`src/rtl/capf_pkg.sv`:
```
// ---------------------------------------------------------------------------
// Capability finder package
// Shared constants and command types for the capability finder.
// ---------------------------------------------------------------------------
`timescale 1ns / 1ps
`default_nettype none

package capf_pkg;

   localparam int CONFIG_DWORDS   = 64;
   localparam int DWORD_AW        = $clog2(CONFIG_DWORDS);
   localparam int DEF_MAX_HOPS    = 48;
   localparam int QUEUE_DEPTH     = 2;

   // Fixed locations within the configuration header, as dword indexes.
   localparam logic [DWORD_AW-1:0] STATUS_DWORD  = DWORD_AW'(8'h06 >> 2);
   localparam logic [DWORD_AW-1:0] CAP_PTR_DWORD = DWORD_AW'(8'h34 >> 2);
   // Capabilities List bit: bit 4 of the status halfword at byte 0x06.
   localparam int CAP_LIST_BIT    = 8 * (8'h06 % 4) + 4;

   typedef enum logic {
      OP_WRITE = 1'b0,
      OP_FIND  = 1'b1
   } op_type;

   typedef struct packed {
      op_type              op;
      logic [DWORD_AW-1:0] index;
      logic [31:0]         data;
      logic [7:0]          cap_id;
   } cmd_type;

endpackage

`default_nettype wire

```
`src/rtl/capf_front.sv`:
```
// ---------------------------------------------------------------------------
// Capability finder front end
// Accepts request transfers, decodes them into commands and holds one.
// ---------------------------------------------------------------------------
`timescale 1ns / 1ps
`default_nettype none

module capf_front
   import capf_pkg::*;
(
   input  wire logic        clock,
   input  wire logic        reset,
   input  wire logic        req_tvalid,
   output logic             req_tready,
   input  wire logic [47:0] req_tdata,
   input  wire logic        req_tuser,
   output logic             cmd_valid,
   input  wire logic        cmd_ready,
   output cmd_type          cmd
);

   logic    valid_ff, valid_in;
   cmd_type cmd_ff, cmd_in;

   assign req_tready = !valid_ff || cmd_ready;

   always_comb begin
      valid_in = valid_ff;
      cmd_in   = cmd_ff;
      if (valid_ff && cmd_ready) begin
         valid_in = 1'b0;
      end
      if (req_tvalid && req_tready) begin
         valid_in      = 1'b1;
         cmd_in.op     = req_tuser ? OP_FIND : OP_WRITE;
         cmd_in.index  = req_tdata[DWORD_AW-1:0];
         cmd_in.data   = req_tdata[37:6];
         cmd_in.cap_id = req_tdata[45:38];
      end
   end

   always_ff @(posedge clock) begin
      if (reset) begin
         valid_ff <= 1'b0;
      end else begin
         valid_ff <= valid_in;
      end
      cmd_ff <= cmd_in;
   end

   assign cmd_valid = valid_ff;
   assign cmd       = cmd_ff;

endmodule

`default_nettype wire

```
`src/rtl/capf_queue.sv`:
```
// ---------------------------------------------------------------------------
// Capability finder command queue
// Short first-in first-out store between the front end and the back end.
// ---------------------------------------------------------------------------
`timescale 1ns / 1ps
`default_nettype none

module capf_queue
   import capf_pkg::*;
(
   input  wire logic    clock,
   input  wire logic    reset,
   input  wire logic    push_valid,
   output logic         push_ready,
   input  wire cmd_type push_cmd,
   output logic         pop_valid,
   input  wire logic    pop,
   output cmd_type      pop_cmd
);

   localparam int PW = (QUEUE_DEPTH > 1) ? $clog2(QUEUE_DEPTH) : 1;
   localparam int CW = $clog2(QUEUE_DEPTH + 1);

   cmd_type       entry_ff [QUEUE_DEPTH];
   logic [PW-1:0] wr_ptr_ff, wr_ptr_in, rd_ptr_ff, rd_ptr_in;
   logic [CW-1:0] count_ff, count_in;
   logic          do_push, do_pop;

   assign push_ready = (count_ff != CW'(QUEUE_DEPTH));
   assign pop_valid  = (count_ff != '0);
   assign pop_cmd    = entry_ff[rd_ptr_ff];
   assign do_push    = push_valid && push_ready;
   assign do_pop     = pop && pop_valid;

   always_comb begin
      wr_ptr_in = wr_ptr_ff;
      rd_ptr_in = rd_ptr_ff;
      count_in  = count_ff;
      if (do_push) begin
         wr_ptr_in = (wr_ptr_ff == PW'(QUEUE_DEPTH - 1)) ? '0 : wr_ptr_ff + 1'b1;
      end
      if (do_pop) begin
         rd_ptr_in = (rd_ptr_ff == PW'(QUEUE_DEPTH - 1)) ? '0 : rd_ptr_ff + 1'b1;
      end
      if (do_push && !do_pop) begin
         count_in = count_ff + 1'b1;
      end else if (do_pop && !do_push) begin
         count_in = count_ff - 1'b1;
      end
   end

   always_ff @(posedge clock) begin
      if (reset) begin
         wr_ptr_ff <= '0;
         rd_ptr_ff <= '0;
         count_ff  <= '0;
      end else begin
         wr_ptr_ff <= wr_ptr_in;
         rd_ptr_ff <= rd_ptr_in;
         count_ff  <= count_in;
      end
      if (do_push) begin
         entry_ff[wr_ptr_ff] <= push_cmd;
      end
   end

endmodule

`default_nettype wire

```
`src/rtl/capf_back.sv`:
```
// ---------------------------------------------------------------------------
// Capability finder back end
// Holds the configuration image, performs writes and walks the list.
// ---------------------------------------------------------------------------
`timescale 1ns / 1ps
`default_nettype none

module capf_back
   import capf_pkg::*;
#(
   parameter int MAX_HOPS = DEF_MAX_HOPS
) (
   input  wire logic    clock,
   input  wire logic    reset,
   input  wire logic    cmd_valid,
   output logic         cmd_pop,
   input  wire cmd_type cmd,
   output logic         rsp_tvalid,
   input  wire logic    rsp_tready,
   output logic [7:0]   rsp_tdata,
   output logic         rsp_tuser
);

   localparam int HOP_W = (MAX_HOPS > 1) ? $clog2(MAX_HOPS) : 1;

   typedef enum logic [1:0] {
      ST_IDLE,
      ST_STATUS,
      ST_PTR,
      ST_HOP
   } state_type;

   state_type           state_ff, state_in;
   logic [31:0]         image_ff [CONFIG_DWORDS];
   logic [31:0]         rd_data_ff;
   logic [DWORD_AW-1:0] rd_addr;
   logic [DWORD_AW-1:0] cursor_ff, cursor_in, next_dw;
   logic [HOP_W-1:0]    hop_ff, hop_in;
   logic [7:0]          want_ff, want_in;
   logic                valid_ff, valid_in, found_ff, found_in;
   logic [7:0]          offset_ff, offset_in;

   // The cursor is always dword aligned, so the id byte and the next
   // pointer of a capability header share one dword.
   assign next_dw = rd_data_ff[15:10];

   always_comb begin
      unique case (state_ff)
         ST_IDLE:   rd_addr = STATUS_DWORD;
         ST_STATUS: rd_addr = CAP_PTR_DWORD;
         ST_PTR:    rd_addr = rd_data_ff[7:2];
         ST_HOP:    rd_addr = next_dw;
         default:   rd_addr = STATUS_DWORD;
      endcase
   end

   always_comb begin
      cmd_pop = (state_ff == ST_IDLE) && cmd_valid &&
                (cmd.op == OP_WRITE || !valid_ff);
   end

   always_comb begin
      state_in  = state_ff;
      cursor_in = cursor_ff;
      hop_in    = hop_ff;
      want_in   = want_ff;
      valid_in  = valid_ff && !rsp_tready;
      found_in  = found_ff;
      offset_in = offset_ff;
      unique case (state_ff)
         ST_IDLE: begin
            if (cmd_pop && cmd.op == OP_FIND) begin
               want_in  = cmd.cap_id;
               state_in = ST_STATUS;
            end
         end
         ST_STATUS: begin
            if (!rd_data_ff[CAP_LIST_BIT]) begin
               valid_in  = 1'b1;
               found_in  = 1'b0;
               offset_in = '0;
               state_in  = ST_IDLE;
            end else begin
               state_in = ST_PTR;
            end
         end
         ST_PTR: begin
            cursor_in = rd_data_ff[7:2];
            hop_in    = '0;
            if (rd_data_ff[7:2] == '0) begin
               valid_in  = 1'b1;
               found_in  = 1'b0;
               offset_in = '0;
               state_in  = ST_IDLE;
            end else begin
               state_in = ST_HOP;
            end
         end
         ST_HOP: begin
            if (rd_data_ff[7:0] == want_ff) begin
               valid_in  = 1'b1;
               found_in  = 1'b1;
               offset_in = {cursor_ff, 2'b00};
               state_in  = ST_IDLE;
            end else if (next_dw == cursor_ff || next_dw == '0 ||
                         hop_ff == HOP_W'(MAX_HOPS - 1)) begin
               valid_in  = 1'b1;
               found_in  = 1'b0;
               offset_in = '0;
               state_in  = ST_IDLE;
            end else begin
               cursor_in = next_dw;
               hop_in    = hop_ff + 1'b1;
            end
         end
         default: state_in = ST_IDLE;
      endcase
   end

   always_ff @(posedge clock) begin
      if (reset) begin
         state_ff <= ST_IDLE;
         valid_ff <= 1'b0;
      end else begin
         state_ff <= state_in;
         valid_ff <= valid_in;
      end
      cursor_ff <= cursor_in;
      hop_ff    <= hop_in;
      want_ff   <= want_in;
      found_ff  <= found_in;
      offset_ff <= offset_in;
   end

   // Configuration image: one write port, one registered read port.
   always_ff @(posedge clock) begin
      if (cmd_pop && cmd.op == OP_WRITE) begin
         image_ff[cmd.index] <= cmd.data;
      end
      rd_data_ff <= image_ff[rd_addr];
   end

   assign rsp_tvalid = valid_ff;
   assign rsp_tuser  = found_ff;
   assign rsp_tdata  = offset_ff;

endmodule

`default_nettype wire

```
`src/rtl/pci_capability_finder.sv`:
```
// ---------------------------------------------------------------------------
// PCI capability finder
// Keeps a 256-byte configuration-space image and walks its capability list.
// ---------------------------------------------------------------------------
//
//   Channel  Direction  Carries
//   req_     in         tuser = kind, tdata = dword_index, write_data, cap_id
//   rsp_     out        tuser = found, tdata = hdr_offset (finds only)
//
// A write transfer is stored in the image at the edge at which it leaves the
// command queue.
// A find makes one image read per cycle on the single read port: status,
// pointer, then one read per hop, and the last header read is judged too;
// at most MAX_HOPS headers are judged, and a clear Capabilities List bit
// ends the find after the status read. A request passes through the front
// register and the queue before it reaches the walk.
// Reset clears the control state only; image entries are undefined until
// written and there is no clearing pass.
// A stalled response holds in the output register; writes ahead of the next
// find still enter the image; that find waits until the response is taken.
// ---------------------------------------------------------------------------
`timescale 1ns / 1ps
`default_nettype none

module pci_capability_finder
   import capf_pkg::*;
#(
   parameter int MAX_HOPS = DEF_MAX_HOPS
) (
   input  wire logic        clock,
   input  wire logic        reset,
   input  wire logic        req_tvalid,
   output logic             req_tready,
   // [5:0] dword_index, [37:6] write_data, [45:38] cap_id, [47:46] zero
   input  wire logic [47:0] req_tdata,
   // [0] kind: 0 writes a dword, 1 finds a capability
   input  wire logic        req_tuser,
   output logic             rsp_tvalid,
   input  wire logic        rsp_tready,
   // [7:0] hdr_offset
   output logic [7:0]       rsp_tdata,
   // [0] found
   output logic             rsp_tuser
);

   cmd_type front_cmd, queue_cmd;
   logic    front_valid, front_ready;
   logic    queue_valid, queue_pop;

   // Front end: takes request transfers and decodes the kind.
   capf_front u_front (
      .clock      (clock),
      .reset      (reset),
      .req_tvalid (req_tvalid),
      .req_tready (req_tready),
      .req_tdata  (req_tdata),
      .req_tuser  (req_tuser),
      .cmd_valid  (front_valid),
      .cmd_ready  (front_ready),
      .cmd        (front_cmd)
   );

   // The queue lets the front end keep accepting while a walk is running.
   capf_queue u_queue (
      .clock      (clock),
      .reset      (reset),
      .push_valid (front_valid),
      .push_ready (front_ready),
      .push_cmd   (front_cmd),
      .pop_valid  (queue_valid),
      .pop        (queue_pop),
      .pop_cmd    (queue_cmd)
   );

   // Back end: image store, list walker and the response register.
   capf_back #(
      .MAX_HOPS (MAX_HOPS)
   ) u_back (
      .clock      (clock),
      .reset      (reset),
      .cmd_valid  (queue_valid),
      .cmd_pop    (queue_pop),
      .cmd        (queue_cmd),
      .rsp_tvalid (rsp_tvalid),
      .rsp_tready (rsp_tready),
      .rsp_tdata  (rsp_tdata),
      .rsp_tuser  (rsp_tuser)
   );

endmodule

`default_nettype wire

```
`config.mk`:
```
export PLATFORM = sky130hd
export DESIGN_NAME = pci_capability_finder
export DESIGN_NICKNAME = d
export VERILOG_FILES = /design/src/rtl/capf_pkg.sv /design/src/rtl/capf_front.sv /design/src/rtl/capf_queue.sv /design/src/rtl/capf_back.sv /design/src/rtl/pci_capability_finder.sv
export SDC_FILE = /design/constraint.sdc
export NUM_CORES = 1
export LEC_CHECK = 0
export BUFFER_PORTS_ARGS = -buffer_cell sky130_fd_sc_hd__buf_4
export CAP_MARGIN = 20
export CORE_ASPECT_RATIO = 2
export CORE_MARGIN = 2
export CORE_UTILIZATION = 60
export CTS_BUF_LIST = sky130_fd_sc_hd__clkbuf_4
export DETAILED_ROUTE_END_ITERATION = 10
export PLACE_DENSITY = 0.86
export SLEW_MARGIN = 0
export SYNTH_ARGS = -nofsm -noshare
export SYNTH_HDL_FRONTEND = slang
export SYNTH_SLANG_ARGS = --single-unit
```
`constraint.sdc`:
```
create_clock -name clock -period 3.3 [get_ports clock]
set_input_delay 0.165 -clock clock [delete_from_list [all_inputs] [get_ports clock]]
set_output_delay 0.165 -clock clock [all_outputs]
set_load 0.02 [all_outputs]
```
---- After elaboration in Yosys (flattened, before gate mapping) ----
Memory sizes are Yosys's and may differ from the RTL's. A register that Yosys moved wholly into a read port is not among the register bits.
Cells that the tools add are included.
cells by class
  $add $sub $neg .......................... 5
  equality and inequality tests ........... 13
  muxes and demuxes ....................... 41
  bitwise gates (word level) .............. 1
  reductions and logical operators ........ 31
operators by type and width
  kind                                                    count
  2-to-1 mux 8 bit                                        4
  2-to-1 mux 6 bit                                        4
  one-hot mux 6 bit (2 select lines)                      2
  one-hot mux 6 bit (4 select lines)                      1
  one-hot mux 8 bit (3 select lines)                      1
  2-to-1 mux 1 bit                                        19
  2-to-1 mux 2 bit                                        7
  zero test 6 bit                                         2
  logical AND 1 bit                                       10
  inequality test 2 bit (second input constant)           5
  == test 8 bit                                           1
  one-hot mux 2 bit (4 select lines)                      1
  nonzero test 2 bit                                      4
  adder 6 x 1 -> 6 bit (second input constant)            1
  == test 6 bit                                           1
  == test 6 bit (second input constant)                   1
  one-hot mux 1 bit (3 select lines)                      2
  zero test 1 bit                                         5
  == test 2 bit (second input constant)                   2
  logical OR 1 bit                                        4
  AND reduction 2 bit                                     2
  AND reduction 4 bit                                     1
  inequality test 3 x 1 -> 1 bit (second input constant)  1
  AND reduction 3 bit                                     1
  8 further kinds                                         9
word-level totals
  register bits ........................... 84
  bits in writable memories ............... 2142
  memories kept ........................... 2
memories
  memory            words  bits a word  rd ports  clocked after Yosys merged registers in  wr ports  RTL line          RTL
  u_back.image_ff   64     32           1         1                                        1         capf_back.sv:34   logic [31:0] image_ff [CONFIG_DWORDS];
  u_queue.entry_ff  2      47           1         1                                        1         capf_queue.sv:24  cmd_type entry_ff [QUEUE_DEPTH];

---- Longest topological paths before layout ----
  depth in word-level cells ............... 7
  mapped depth ............................ 10

---- Hierarchy ----
From an unflattened synthesis, not the netlist that was laid out.
unflattened totals
  cell total of the unflattened synthesis .. 2339
  area, all modules ....................... 43713.2 µm²
modules (own cells, without submodules)
  module      instances  cells an instance  area each (µm²)  seq. area each (µm²)
  capf_back   1          2117               38628.3          29998.8
  capf_queue  1          170                3618.5           2922.8
  capf_front  1          52                 1466.4           1431.4

---- Worst setup path before layout ----
Ideal clock, no wire load.
  kind .................................... flip-flop to flip-flop
  start point ............................. register with a tool-made name
  end point ............................... memory u_back.image_ff[23][0], enable pin
  data arrival time ....................... 2172 ps
  setup slack ............................. 741 ps
  cell stages (with the launch flop) ...... 7
  buffers on the path ..................... 2
  clock period less this slack ............ 2559 ps
  cell sequence ........................... dfxtp_1 buf_1 clkbuf_1 nand2_1 o32ai_1 nand2_1 nor2_1
RTL lines
  what       RTL line
  to (decl)  capf_back.sv:34

---- Worst setup path in the final report ----
  start point ............................. register u_back.rd_data_ff[2] (read register of u_back.image_ff)
  end point ............................... register u_back.rd_data_ff[1] (read register of u_back.image_ff)
on the way
  longest elaborated chain between the ends .. 1
RTL lines
  what                                RTL line         RTL
  from (decl)                         capf_back.sv:35  logic [31:0] rd_data_ff;
  one-hot mux 6 bit (4 select lines)  capf_back.sv:48  unique case (state_ff)
No other way between the ends.
A chain may end at the register's enable or synchronous reset.

==> results.py <==
metrics = {
    "power_and_ir_drop": {
        "total_power_w": 0.0327,
        "vdd_drop_max_uv": 741,
        "p_leak_nw": 18.9,
        "p_per_area_nw_per_um2": 683,
    },
    "synthesis": {
        "post_synth_mux_area_share_pct": 12.5,
        "yosys_most_used_dff": "edfxtp_1",
        "seq_area_frac_synth_pct": 78.3,
        "synth_compound_area_share_pct": 5.30,
        "synth_seq_cells": 1101,
        "synth_top_area_share_pct": 77.2,
        "synth_edf_count": 1077,
        "synth_top_family_by_area": "multiplexers",
        "synth_cell_types": 41,
        "syn_area_per_cell_um2": 18.4,
        "synthAdderAreaFrac_pct": 0.0597,
        "syn-instance-count": 2281,
        "synth-async-reset-ratio_pct": 0,
        "synth.area.top_cells": "edfxtp_1 77%, mux2i_1 12%, o22ai_1 3.6%, dfxtp_1 1.1%, o41ai_1 0.94%",
        "synthXorXnorAreaFrac_pct": 0.460,
        "netlist_area_um2": 41900,
        "yosysWarnings": 0,
        "yosys.area_share.simple_pct": 1.92,
        "yosysTopAreaCell": "edfxtp_1",
    },
    "sta": {
        "final.min_clock_period_ns": 3.21,
        "max_freq_mhz": 312,
        "finalSetupTns_ns": 0,
        "grt_setup_unrepaired": "no",
        "setup_viol": 0,
        "tightestPinTransition_ns": 1.18,
        "slew_headroom_pct": 21.2,
        "hold_violations": 0,
        "final_max_slew_viol_count": 0,
        "skew_ns": 0.0655,
        "min_period_over_period_pct": 97.2,
    },
    "placed_design": {
        "place.gp.congestion": 0.886,
        "port_buffers": 42,
        "placedCellCount": 3278,
        "placed_cell_area_um2": 44300,
        "dpl.hpwl_um": 57600,
    },
    "worst_setup_path": {
        "worstPathCellList": "mux2i_1, nand2_4, buf_12, mux2i_1, o22ai_1, o41ai_1, buf_4, o2111ai_1",
        "critPathCaptureType": "flip-flop",
        "crit_fanout": 52,
        "cpMostUsedCell": "mux2i_1",
        "arrival_ns": 4.02,
        "criticalPathCategory": "reg2reg",
        "slowest_delay_ns": 0.64,
        "r2r_start": "u_back.rd_data_ff[2]$_DFF_P_",
        "r2r_setup_slack_ns": 0.09,
        "crit_slowest_cell": "o41ai_1",
        "crit_required_ns": 4.12,
        "r2r-end": "u_back.rd_data_ff[1]$_DFF_P_",
        "critPathBufInv": 2,
        "crit_family": "compound AO/OA/AOI/OAI gates",
        "crit_path_start_kind": "flip-flop",
        "rr_worst_depth": 8,
    },
    "route": {
        "wl_per_cell_um": 29.1,
        "postRouteAntennaNets": 0,
        "firstDrtPassIters": 5,
        "drcViolationCount": 0,
        "via_per_inst": 6.57,
        "totalWireLength_um": 109000,
        "drt_iter0_drc": 3602,
        "vias": 24600,
    },
    "global_routing": {
        "antenna_found_initial": 2,
        "grt_pass1_vias": 24700,
        "grt_first_pass_wirelength_um": 156000,
        "grt_util_all_layers_pct": 30.3,
        "overflow": 0,
        "grt_max_degree": 72,
    },
    "final_layout": {
        "multiInputGateArea_um2": 8510,
        "nNetsFinal": 2719,
        "nFillCells": 3881,
        "final_util_pct": 68.9,
        "fin_area_um2": 47900,
        "areaGrowthSynthToFinish_pct": 14.2,
        "instances_no_fill": 3736,
        "drive_gt1_share_pct": 21.3,
        "seqCellArea_um2": 32800,
    },
    "floorplan": {
        "core_um2": 69400,
        "start_util_pct": 60.3,
        "row_count": 137,
        "die_w_um": 191,
        "die_height_um": 378,
        "io_pins": 64,
        "dieArea_um2": 72100,
    },
    "cts": {
        "cts-root-buf": "clkbuf_4",
        "clk_pin_slew_ns": 0.12,
        "post-cts-setup-buffers": 0,
        "h-tree-depth": 4,
        "clock_path_buffers": 3,
        "cts_tree": "built",
        "numCtsBuffers": 217,
        "cts_sinks": 1101,
        "clk_latency_ns": 0.97,
    },
    "job": {
        "drv_cap": 0,
    },
    "outcome": {
        "status": "finished clean",
    },
    "min_path": {
        "hold_start": "req_tdata[20]",
        "hold_path_class": "in2reg",
        "hold_end": "u_front.cmd[22]$_DFFE_PP_",
        "whs_path_depth": 3,
    },
}
## cell usage in the layout (no fill, tap or decap), drive strengths merged, types with 3 or more instances in the layout
| master | Yosys | final |
|---|---|---|
| nor4 | 19 | 19 |
| nor3 | 3 | 3 |
| mux2i | 484 | 484 |
| nor2b | 3 | 3 |
| dfxtp | 24 | 24 |
| o2111ai | 15 | 15 |
| xnor2 | 3 | 3 |
| mux2 | 33 | 33 |
| xor2 | 19 | 19 |
| o41ai | 45 | 45 |
| nand2 | 35 | 35 |
| nand2b | 3 | 3 |
| clkinv | 0 | 55 |
| nor2 | 89 | 89 |
| nand3 | 6 | 6 |
| and3 | 4 | 4 |
| diode | 0 | 3 |
| and2 | 11 | 11 |
| o21ai | 5 | 5 |
| clkbuf | 45 | 323 |
| bufinv | 0 | 4 |
| inv | 11 | 12 |
| o22ai | 241 | 241 |
| o32ai | 6 | 6 |
| buf | 76 | 216 |
| a21oi | 7 | 7 |
| edfxtp | 1077 | 1077 |
| dlygate4sd3 | 0 | 68 |
## per-stage QoR
step           setup WS [ns]  hold WS [ns]
4_1_cts                0.110         0.374
3_5_place_dp           0.194         0.344
6_report              0.0933         0.456
2_1_floorplan          0.741         0.264
3_3_place_gp           0.239         0.343
5_1_grt                0.126         0.422
## worst reg2reg max path, cell delays in order (launching register included)
cell and delay, ns:
dfxtp_1 0.57, mux2i_1 0.21, nand2_4 0.26, buf_12 0.38, mux2i_1 0.43, o22ai_1 0.22
o41ai_1 0.64, buf_4 0.25, o2111ai_1 0.10
## flip-flops by register name, indices dropped and copies added, names as in the netlist, named ones only
register	cells
u_back.image_ff	960
u_queue.entry_ff	60
u_front.cmd	30
u_back.rd_data_ff	15
u_back.want_ff	8
u_back.cursor_ff	6
u_back.hop_ff	6
u_back.rsp_tdata	6
u_back.state_ff	2
u_queue.count_ff	2
u_back.rsp_tuser	1
u_back.rsp_tvalid	1
u_front.cmd_valid	1
u_queue.rd_ptr_ff	1
u_queue.wr_ptr_ff	1
## cell families after synthesis
family          count (synthesis)
compound gates                328
xor+xnor                       22
fa+ha+maj                       2
buf+inv                       132
flops                        1101
mux                           517
other cells                     1
simple gates                  178
## synth_stat cells, types with 4 or more instances
master,instances
a21oi_1,7
and2_1,11
and3_1,4
buf_2,69
buf_4,5
clkbuf_1,45
dfxtp_1,24
edfxtp_1,1077
inv_1,11
mux2_2,32
mux2i_1,484
nand2_1,32
nand3_1,6
nor2_1,89
nor4_1,19
o2111ai_1,15
o21ai_0,5
o22ai_1,241
o32ai_1,6
o41ai_1,45
xor2_1,19
## area by class of cell
type / instances / share of cell area, %
multi-input combinational: 1049 / 17.8
clock buffer: 323 / 5.07
clock inverter: 62 / 0.748
inverter: 11 / 0.0863
tap: 903 / 2.36
antenna: 3 / 0.0157
timing repair buffer: 284 / 5.36
sequential: 1101 / 68.6
## how the worst max path moves through the flow
| stage | cells after the start | from | end | slack [ns] |
|---|---|---|---|---|
| finish | 8 | u_back.rd_data_ff[2]$_DFF_P_ | u_back.rd_data_ff[1]$_DFF_P_ | 0.09 |
| global route | 5 | flip-flop | u_back.image_ff[44][6]$_DFFE_PP_ | 0.13 |
| CTS | 9 | u_back.rd_data_ff[2]$_DFF_P_ | u_back.rd_data_ff[10]$_DFF_P_ | 0.11 |
| detailed placement | 9 | u_back.rd_data_ff[2]$_DFF_P_ | u_back.rd_data_ff[10]$_DFF_P_ | 0.19 |
| global placement | 9 | u_back.rd_data_ff[2]$_DFF_P_ | u_back.rd_data_ff[10]$_DFF_P_ | 0.24 |
| floorplan | 6 | flip-flop | u_back.image_ff[23][0]$_DFFE_PP_ | 0.74 |
## power by group
part / total (W) / switching (W) / leakage (nW) / internal, W
Clock: 0.00983 / 0.00506 / 1.66 / 0.00478
Combinational: 0.00540 / 0.00376 / 7.28 / 0.00164
Sequential: 0.0174 / 0.000532 / 9.92 / 0.0169
## per-layer routing
| layer | up-vias | GRT usage (%) | routed length [um] |
|---|---|---|---|
| met1 | 12000 | 36.6 | 35000 |
| met2 | 2006 | 48.7 | 53600 |
| li1 | 10100 | - | - |
| met3 | 411 | 6.77 | 12100 |
| met5 | - | 0 | 0 |
| met4 | 0 | 20.3 | 7920 |
## repair_timing
item,in CTS,in global routing
endpoints found under the hold margin,69,0
hold buffers,68,0
resized for setup,0,1
setup endpoints to repair,0,1
Note: power is estimated with default switching activity, not from simulation.
